## src/hdl/pge_pkg.sv

```systemverilog
`timescale 1ns / 1ps
// ----------------------------------------------------------------------------
// pge_pkg
// Shared types and constants for the pitch glide envelope block.
// ----------------------------------------------------------------------------
package pge_pkg;

  localparam int NUM_OSC_DEF = 32;
  localparam int OSC_W       = 5;
  localparam int PITCH_W     = 32;
  localparam int WEIGHT_W    = 11;
  localparam int CNT_W       = 11;
  localparam int OSC_CMP_W   = 9;   // holds NUM_OSC up to 256

  localparam logic CMD_LOAD  = 1'b0;
  localparam logic CMD_GLIDE = 1'b1;

  typedef enum logic [2:0] {
    ST_IDLE,
    ST_MUL0,
    ST_MUL1,
    ST_BLEND,
    ST_FIN
  } state_t;

  // Control from the sequencer decode to the datapath
  typedef struct packed {
    logic in_ready;
    logic mul_lo;    // lower table point times (255 - fraction)
    logic mul_hi;    // upper table point times fraction
    logic mul_bl;    // weight times pitch difference
    logic fin;
  } ctrl_t;

  // Nine-point envelope breakpoints
  function automatic logic [WEIGHT_W-1:0] env_point(input logic [3:0] idx);
    logic [WEIGHT_W-1:0] v;
    unique case (idx)
      4'd0:    v = 11'd0;
      4'd1:    v = 11'd32;
      4'd2:    v = 11'd64;
      4'd3:    v = 11'd96;
      4'd4:    v = 11'd256;
      4'd5:    v = 11'd512;
      4'd6:    v = 11'd768;
      4'd7:    v = 11'd1024;
      4'd8:    v = 11'd1024;
      default: v = 11'd0;
    endcase
    return v;
  endfunction

endpackage

```

## src/hdl/pitch_glide_envelope.sv

```systemverilog
`timescale 1ns / 1ps
// ----------------------------------------------------------------------------
// pitch_glide_envelope
// Per-oscillator start/end pitch store with wander and envelope blend.
// ----------------------------------------------------------------------------
// Usage:
//   Input channel (in_valid/in_ready) carries one beat per command. A load
//   beat writes start and end pitch of one oscillator; a glide beat adds the
//   signed wander to both. Either way one result beat follows on the output
//   channel (out_valid/out_ready): osc_out, the blended frequency and the
//   envelope weight read from the tick counter before end_of_tick advances it.
// Timing:
//   One shared 33x11 multiplier does all the arithmetic, three passes per
//   beat: lower table point, upper table point, weight times pitch difference.
//   A beat runs through the sequencer steps in order: accept, two weight
//   passes, blend pass, finish; the result is registered in the finish step,
//   and the next beat is accepted only once the sequencer is back in accept.
// Reset:
//   rst clears the sequencer, the tick counter and out_valid. Pitch RAMs are
//   not cleared; an oscillator must be loaded before it is glided.
// Stalls:
//   A result waiting in the output register does not block acceptance of the
//   next beat; the sequencer only holds in its finish step while the output
//   register is still full and not being taken.
// ----------------------------------------------------------------------------
module pitch_glide_envelope #(
  parameter int NUM_OSC = pge_pkg::NUM_OSC_DEF
) (
  input  logic                                 clk,
  input  logic                                 rst,
  // input channel
  input  logic                                 in_valid,
  output logic                                 in_ready,
  input  logic                                 command,
  input  logic [pge_pkg::OSC_W-1:0]            osc,
  input  logic signed [pge_pkg::PITCH_W-1:0]   start_load,
  input  logic signed [pge_pkg::PITCH_W-1:0]   end_load,
  input  logic signed [12:0]                   start_wander,
  input  logic signed [4:0]                    end_wander,
  input  logic                                 end_of_tick,
  // output channel
  output logic                                 out_valid,
  input  logic                                 out_ready,
  output logic [pge_pkg::OSC_W-1:0]            osc_out,
  output logic signed [pge_pkg::PITCH_W-1:0]   frequency,
  output logic [pge_pkg::WEIGHT_W-1:0]         weight
);

  localparam int AW = (NUM_OSC > 1) ? $clog2(NUM_OSC) : 1;
  localparam int OW = pge_pkg::OSC_W;
  localparam int PW = pge_pkg::PITCH_W;
  localparam int WW = pge_pkg::WEIGHT_W;
  localparam int CW = pge_pkg::OSC_CMP_W;

  // Sequencer
  pge_pkg::state_t state, state_next;
  pge_pkg::ctrl_t  ctrl;

  // Captured beat
  logic              item_cmd;
  logic [OW-1:0]     item_osc;
  logic [PW-1:0]     item_start;
  logic [PW-1:0]     item_end;
  logic [12:0]       item_swander;
  logic [4:0]        item_ewander;
  logic              item_eot;
  logic              item_hit;

  // Datapath
  logic [pge_pkg::CNT_W-1:0] tick_count;
  logic [PW-1:0]     start_rd, end_rd;
  logic [PW-1:0]     pitch_s, pitch_e;
  logic [PW-1:0]     start_new, end_new;
  logic [18:0]       acc;
  logic [19:0]       wsum;
  logic [WW-1:0]     m;
  logic signed [44:0] prod;

  logic signed [32:0] mul_a;
  logic [WW-1:0]      mul_b;
  logic signed [44:0] mul_p;

  logic [2:0]        seg;
  logic [7:0]        frac;
  logic [AW+OW-1:0]  osc_in_wide, osc_q_wide;
  logic [AW-1:0]     idx_in, idx_q;
  logic              hit_in;
  logic              accept, fin_go;

  logic [PW-1:0]     start_mem [NUM_OSC];
  logic [PW-1:0]     end_mem   [NUM_OSC];

  assign accept = in_valid && in_ready;
  assign fin_go = ctrl.fin && (!out_valid || out_ready);

  assign osc_in_wide = {{AW{1'b0}}, osc};
  assign osc_q_wide  = {{AW{1'b0}}, item_osc};
  assign idx_in      = osc_in_wide[AW-1:0];
  assign idx_q       = osc_q_wide[AW-1:0];
  assign hit_in      = {{(CW-OW){1'b0}}, osc} < CW'(NUM_OSC);

  assign seg  = tick_count[10:8];
  assign frac = tick_count[7:0];

  // ---- next state ----
  always_comb begin
    state_next = state;
    unique case (state)
      pge_pkg::ST_IDLE:  if (in_valid) state_next = pge_pkg::ST_MUL0;
      pge_pkg::ST_MUL0:  state_next = pge_pkg::ST_MUL1;
      pge_pkg::ST_MUL1:  state_next = pge_pkg::ST_BLEND;
      pge_pkg::ST_BLEND: state_next = pge_pkg::ST_FIN;
      pge_pkg::ST_FIN:   if (!out_valid || out_ready) state_next = pge_pkg::ST_IDLE;
      default:           state_next = pge_pkg::ST_IDLE;
    endcase
  end

  // ---- sequencer outputs ----
  always_comb begin
    ctrl = '0;
    unique case (state)
      pge_pkg::ST_IDLE:  ctrl.in_ready = 1'b1;
      pge_pkg::ST_MUL0:  ctrl.mul_lo   = 1'b1;
      pge_pkg::ST_MUL1:  ctrl.mul_hi   = 1'b1;
      pge_pkg::ST_BLEND: ctrl.mul_bl   = 1'b1;
      pge_pkg::ST_FIN:   ctrl.fin      = 1'b1;
      default:           ctrl = '0;
    endcase
  end

  assign in_ready = ctrl.in_ready;

  always_ff @(posedge clk) begin
    if (rst) begin
      state <= pge_pkg::ST_IDLE;
    end else begin
      state <= state_next;
    end
  end

  // ---- shared multiplier ----
  always_comb begin
    mul_a = '0;
    mul_b = '0;
    if (ctrl.mul_lo) begin
      mul_a = $signed({22'b0, pge_pkg::env_point({1'b0, seg})});
      mul_b = {3'b0, ~frac};                       // 255 - fraction
    end else if (ctrl.mul_hi) begin
      mul_a = $signed({22'b0, pge_pkg::env_point(4'({1'b0, seg}) + 4'd1)});
      mul_b = {3'b0, frac};
    end else if (ctrl.mul_bl) begin
      mul_a = $signed({pitch_e[PW-1], pitch_e}) - $signed({pitch_s[PW-1], pitch_s});
      mul_b = m;
    end
  end

  assign mul_p = mul_a * $signed({1'b0, mul_b});
  assign wsum  = {1'b0, acc} + {1'b0, mul_p[18:0]};

  // New pitch values for the addressed oscillator
  always_comb begin
    if (item_cmd == pge_pkg::CMD_LOAD) begin
      start_new = item_start;
      end_new   = item_end;
    end else begin
      start_new = start_rd + {{(PW-13){item_swander[12]}}, item_swander};
      end_new   = end_rd   + {{(PW-5){item_ewander[4]}}, item_ewander};
    end
  end

  // ---- pitch RAMs ----
  always_ff @(posedge clk) begin
    if (ctrl.mul_hi && item_hit) begin
      start_mem[idx_q] <= start_new;
      end_mem[idx_q]   <= end_new;
    end
    if (accept && hit_in) begin
      start_rd <= start_mem[idx_in];
      end_rd   <= end_mem[idx_in];
    end
  end

  // ---- beat capture and datapath registers ----
  always_ff @(posedge clk) begin
    if (accept) begin
      item_cmd     <= command;
      item_osc     <= osc;
      item_start   <= start_load;
      item_end     <= end_load;
      item_swander <= start_wander;
      item_ewander <= end_wander;
      item_eot     <= end_of_tick;
      item_hit     <= hit_in;
    end
    if (ctrl.mul_lo) begin
      acc <= mul_p[18:0];
    end
    if (ctrl.mul_hi) begin
      m       <= wsum[18:8];
      pitch_s <= item_hit ? start_new : '0;
      pitch_e <= item_hit ? end_new   : '0;
    end
    if (ctrl.mul_bl) begin
      prod <= mul_p;
    end
  end

  // ---- tick counter ----
  always_ff @(posedge clk) begin
    if (rst) begin
      tick_count <= '0;
    end else if (fin_go && item_eot) begin
      tick_count <= tick_count + 1'b1;
    end
  end

  // ---- output register ----
  always_ff @(posedge clk) begin
    if (rst) begin
      out_valid <= 1'b0;
    end else if (fin_go) begin
      out_valid <= 1'b1;
    end else if (out_ready) begin
      out_valid <= 1'b0;
    end
  end

  always_ff @(posedge clk) begin
    if (fin_go) begin
      osc_out   <= item_osc;
      frequency <= $signed(pitch_s + prod[41:10]);
      weight    <= m;
    end
  end

endmodule

```

## config.mk

```make
export PLATFORM = sky130hd
export DESIGN_NAME = pitch_glide_envelope
export DESIGN_NICKNAME = d
export VERILOG_FILES = /design/src/hdl/pge_pkg.sv /design/src/hdl/pitch_glide_envelope.sv
export SDC_FILE = /design/constraint.sdc
export NUM_CORES = 2
export LEC_CHECK = 0
export BUFFER_PORTS_ARGS = -buffer_cell sky130_fd_sc_hd__buf_2
export CAP_MARGIN = 25
export CORE_ASPECT_RATIO = 1.5
export CORE_MARGIN = 2
export CORE_UTILIZATION = 30
export DETAILED_ROUTE_END_ITERATION = 7
export PLACE_DENSITY = 0.55
export SETUP_SLACK_MARGIN = 0.3
export SYNTH_ARGS = -nofsm -noshare
export SYNTH_HDL_FRONTEND = slang
export SYNTH_SLANG_ARGS = --single-unit
```

## constraint.sdc

```tcl
create_clock -name clk -period 19.65 [get_ports clk]
set_input_delay 0 -clock clk [delete_from_list [all_inputs] [get_ports clk]]
set_output_delay 0 -clock clk [all_outputs]
set_load 0.01 [all_outputs]
```

==> run metrics <==
Clock Latency Late Sink=0.90 ns; FMAX=109 MHz; routed length per placed instance=27.8 µm; Worst Path Arrival=9.79 ns; Synth Instances=5815; Pint=0.00890 W; H-tree lvl count=4; TritonCTS clock tree=yes; Final Hold Viols=0; Clock Sinks=2395; fin. max-slew vios=0; 1st-iter DRT viols=5378; Port Buf Inserts=142; Die X=493 µm; FF-to-FF setup slack=10.45 ns; GRT overflow=0; Synth-to-Final Area Change=15.3%; commonest cells after routing, fill and taps aside=2375 x edfxtp_1, 640 x mux4_2, 417 x inv_1; Post-Route WL=311 mm; worst slew pin tran=1.11 ns; Worst setup EP type=flop; PD cells=95.5 mW/mm²; drt pass-1 iters=7; Max Buffers Root-to-Sink=4; switching pwr=0.00294 W; critical path peak fanout=11; worst min path class=in2reg; Reg2Reg Launch Point=pitch_s[2]$_DFFE_PP_; Fin Setup TNS=0 ns; Slew Limit Headroom=0.258; CP startpoint kind=flop; vias=56305; Peak VDD IR=0.0000711 V; max-cap violations=0; mean post-synth cell area=18.5 µm²; first-pass GRT wire length=441 mm; final instance area=0.124 mm²; cell depth of the worst hold path=5; clock share of power=0.367; Starting Density=0.301; Clock transition at path regs=0.07 ns; Post-synth EDFFs=2375; CP top delay family=compound AO/OA/AOI/OAI gates; register share of total power=0.513; post-synth net total=6447; share of cells above drive strength 1=0.227; top-area cell type share of the netlist area=0.663; WS Path Type=reg2reg; most used cell, CP=fa_1; failing checks=design-rule violations; Worst Hold End=state[2]$_SDFFE_PP0P_; largest net degree at the start of global routing=153; Post-synth top flop=edfxtp_1; sequential area share after synthesis=0.667; CORE AREA=0.357 mm²; HPWL after detailed placement=187 mm; die area=0.363 mm²; commonest non-fill, non-tap cell in the layout=edfxtp_1; final period utilization=0.468; async set or reset register ratio after synthesis=0; Die Ht=737 µm; total CTS buffers=220; PostCTS Resize Cnt=0; switch share=0.248; vias in the first global route=59600; status=complete, but fails checks; Worst Hold Launch=out_ready; crit path buf inv count=3; vias per cell=5.03; root buffer selected by CTS=clkbuf_16; routability congestion estimate=0.882; worst r2r dst=prod[40]$_DFFE_PN_; area post-placement=0.115 mm²; synthesized area=0.108 mm²; Logic pwr share=0.119; RSZ-0062 raised after global routing=false; CP required=20.24 ns; warnings from Yosys=0; slowest stage cell, crit path=fa_1; min Tclk post-route=9.20 ns; FF-to-FF path depth=29; initial antenna violation count=26; Clock Skews=0.0826 ns; Lkg Pwr=41.7 nW; ANT nets after route=0; Yosys cell types=85; final layout net count=6909; largest cells by area after synthesis=edfxtp_1 66%, mux4_2 13%, fa_1 5.7%, ha_1 2.7%, inv_1 1.5%; Std-Cell Rows=269; post-synthesis register bit count=2395; drc violations=32; slowest stage delay, CP=0.58 ns; setup violation total in the final timing report=0; # IOs=143; largest area contributor in the netlist=edfxtp_1; overall global routing resource usage=0.169
[worst max path at each step]
stage                          start                 end  depth (start not counted)
2_1_floorplan  state[2]$_SDFFE_PP0P_     m[10]$_DFFE_PP_                         27
3_3_place_gp    pitch_e[0]$_DFFE_PP_     m[10]$_DFFE_PP_                         33
3_5_place_dp    pitch_s[2]$_DFFE_PP_     m[10]$_DFFE_PP_                         32
4_1_cts         pitch_s[2]$_DFFE_PP_     m[10]$_DFFE_PP_                         32
5_1_grt         pitch_s[2]$_DFFE_PP_     m[10]$_DFFE_PP_                         34
6_report        pitch_s[2]$_DFFE_PP_  prod[40]$_DFFE_PN_                         29
[worst min-delay path, delay by kind of cell]
| kind | cells | cell delay (ns) |
|---|---|---|
| AO/OA/AOI/OAI | 1 | 0.07 |
| buffers and inverters | 2 | 0.63 |
| AND/OR/NAND/NOR | 2 | 0.20 |
[layout make-up]
class,count,area [µm²]
fillers,33581,233000
flip-flops and latches,2395,71700
multi-input cells,2762,33700
well taps,4742,5930
clock buffers,257,5710
repair buffers,479,3920
inverters,419,1580
clock inverters,134,1400
diodes,7,17.5
[synthesized netlist by cell type (7+ instances only)]
cell	n
edfxtp_1	2375
mux4_2	640
inv_1	418
nand2_1	324
fa_1	304
ha_1	235
clkbuf_1	180
nor2_1	179
a21oi_1	152
xnor2_1	122
mux2_2	110
a21o_1	69
o21ai_0	63
and2_1	62
nor2b_1	55
xor2_1	53
buf_1	52
nor3_1	41
nand3_1	31
o21a_1	27
nand2b_1	26
and3_1	24
a211oi_1	21
dfxtp_1	20
o21bai_1	20
or3_1	18
nand3b_1	15
o211ai_1	15
nand4_1	11
a31oi_1	10
a211o_1	8
o221a_2	8
o31ai_1	8
a31o_2	7
[routing by layer]
metal  GRT usage  routed length [µm]
met4      0.0637               12300
met5           0                 138
met1       0.203              120000
met2       0.308              164000
met3      0.0207               14800
[power groups by stage]
stage / registers, W / logic (W) / clock network (W)
floorplan: 0.00616 / 0.000853 / 0
global placement: 0.00619 / 0.00135 / 0
detailed placement: 0.00619 / 0.00139 / 0
CTS: 0.00608 / 0.00143 / 0.00445
global route: 0.00608 / 0.00153 / 0.00461
finish: 0.00608 / 0.00141 / 0.00435
[state kept, by name, summed over array words and instances (netlist names), 13 cells and up, named ones only]
name and cells:
end_rd 32, start_mem 1024, item_start 32, start_rd 32, end_mem 1024, frequency 32
item_swander 13, prod 32, acc 19, item_end 32, pitch_s 32, pitch_e 32
[cells by family after synthesis]
| kind of cell | count (synthesis) | share of synthesized area |
|---|---|---|
| flip-flops | 2395 | 0.667 |
| adder cells (fa/ha/maj) | 539 | 0.0839 |
| buffers and inverters | 658 | 0.0232 |
| AND/OR/NAND/NOR | 821 | 0.0359 |
| AO/OA/AOI/OAI | 471 | 0.0299 |
| XOR/XNOR | 175 | 0.0142 |
| multiplexers | 756 | 0.146 |
[repair_timing]
action,in CTS,in global routing
endpoints found under the hold margin,157,0
hold buffers,177,0
setup buffers,0,0
[metrics by stage]
stage	setup WS [ns]	hold WS (ns)	power, W	instances	utilization
global placement	10.57	0.176	0.00753	10608	0.321
CTS	10.49	0.0569	0.0120	11186	0.347
detailed placement	10.55	0.178	0.00758	10618	0.322
floorplan	11.43	0.0989	0.00701	5815	-
finish	10.45	0.107	0.0118	11195	0.347
global route	10.02	0.116	0.0122	11190	0.347
(Power assumes the default switching activity.)
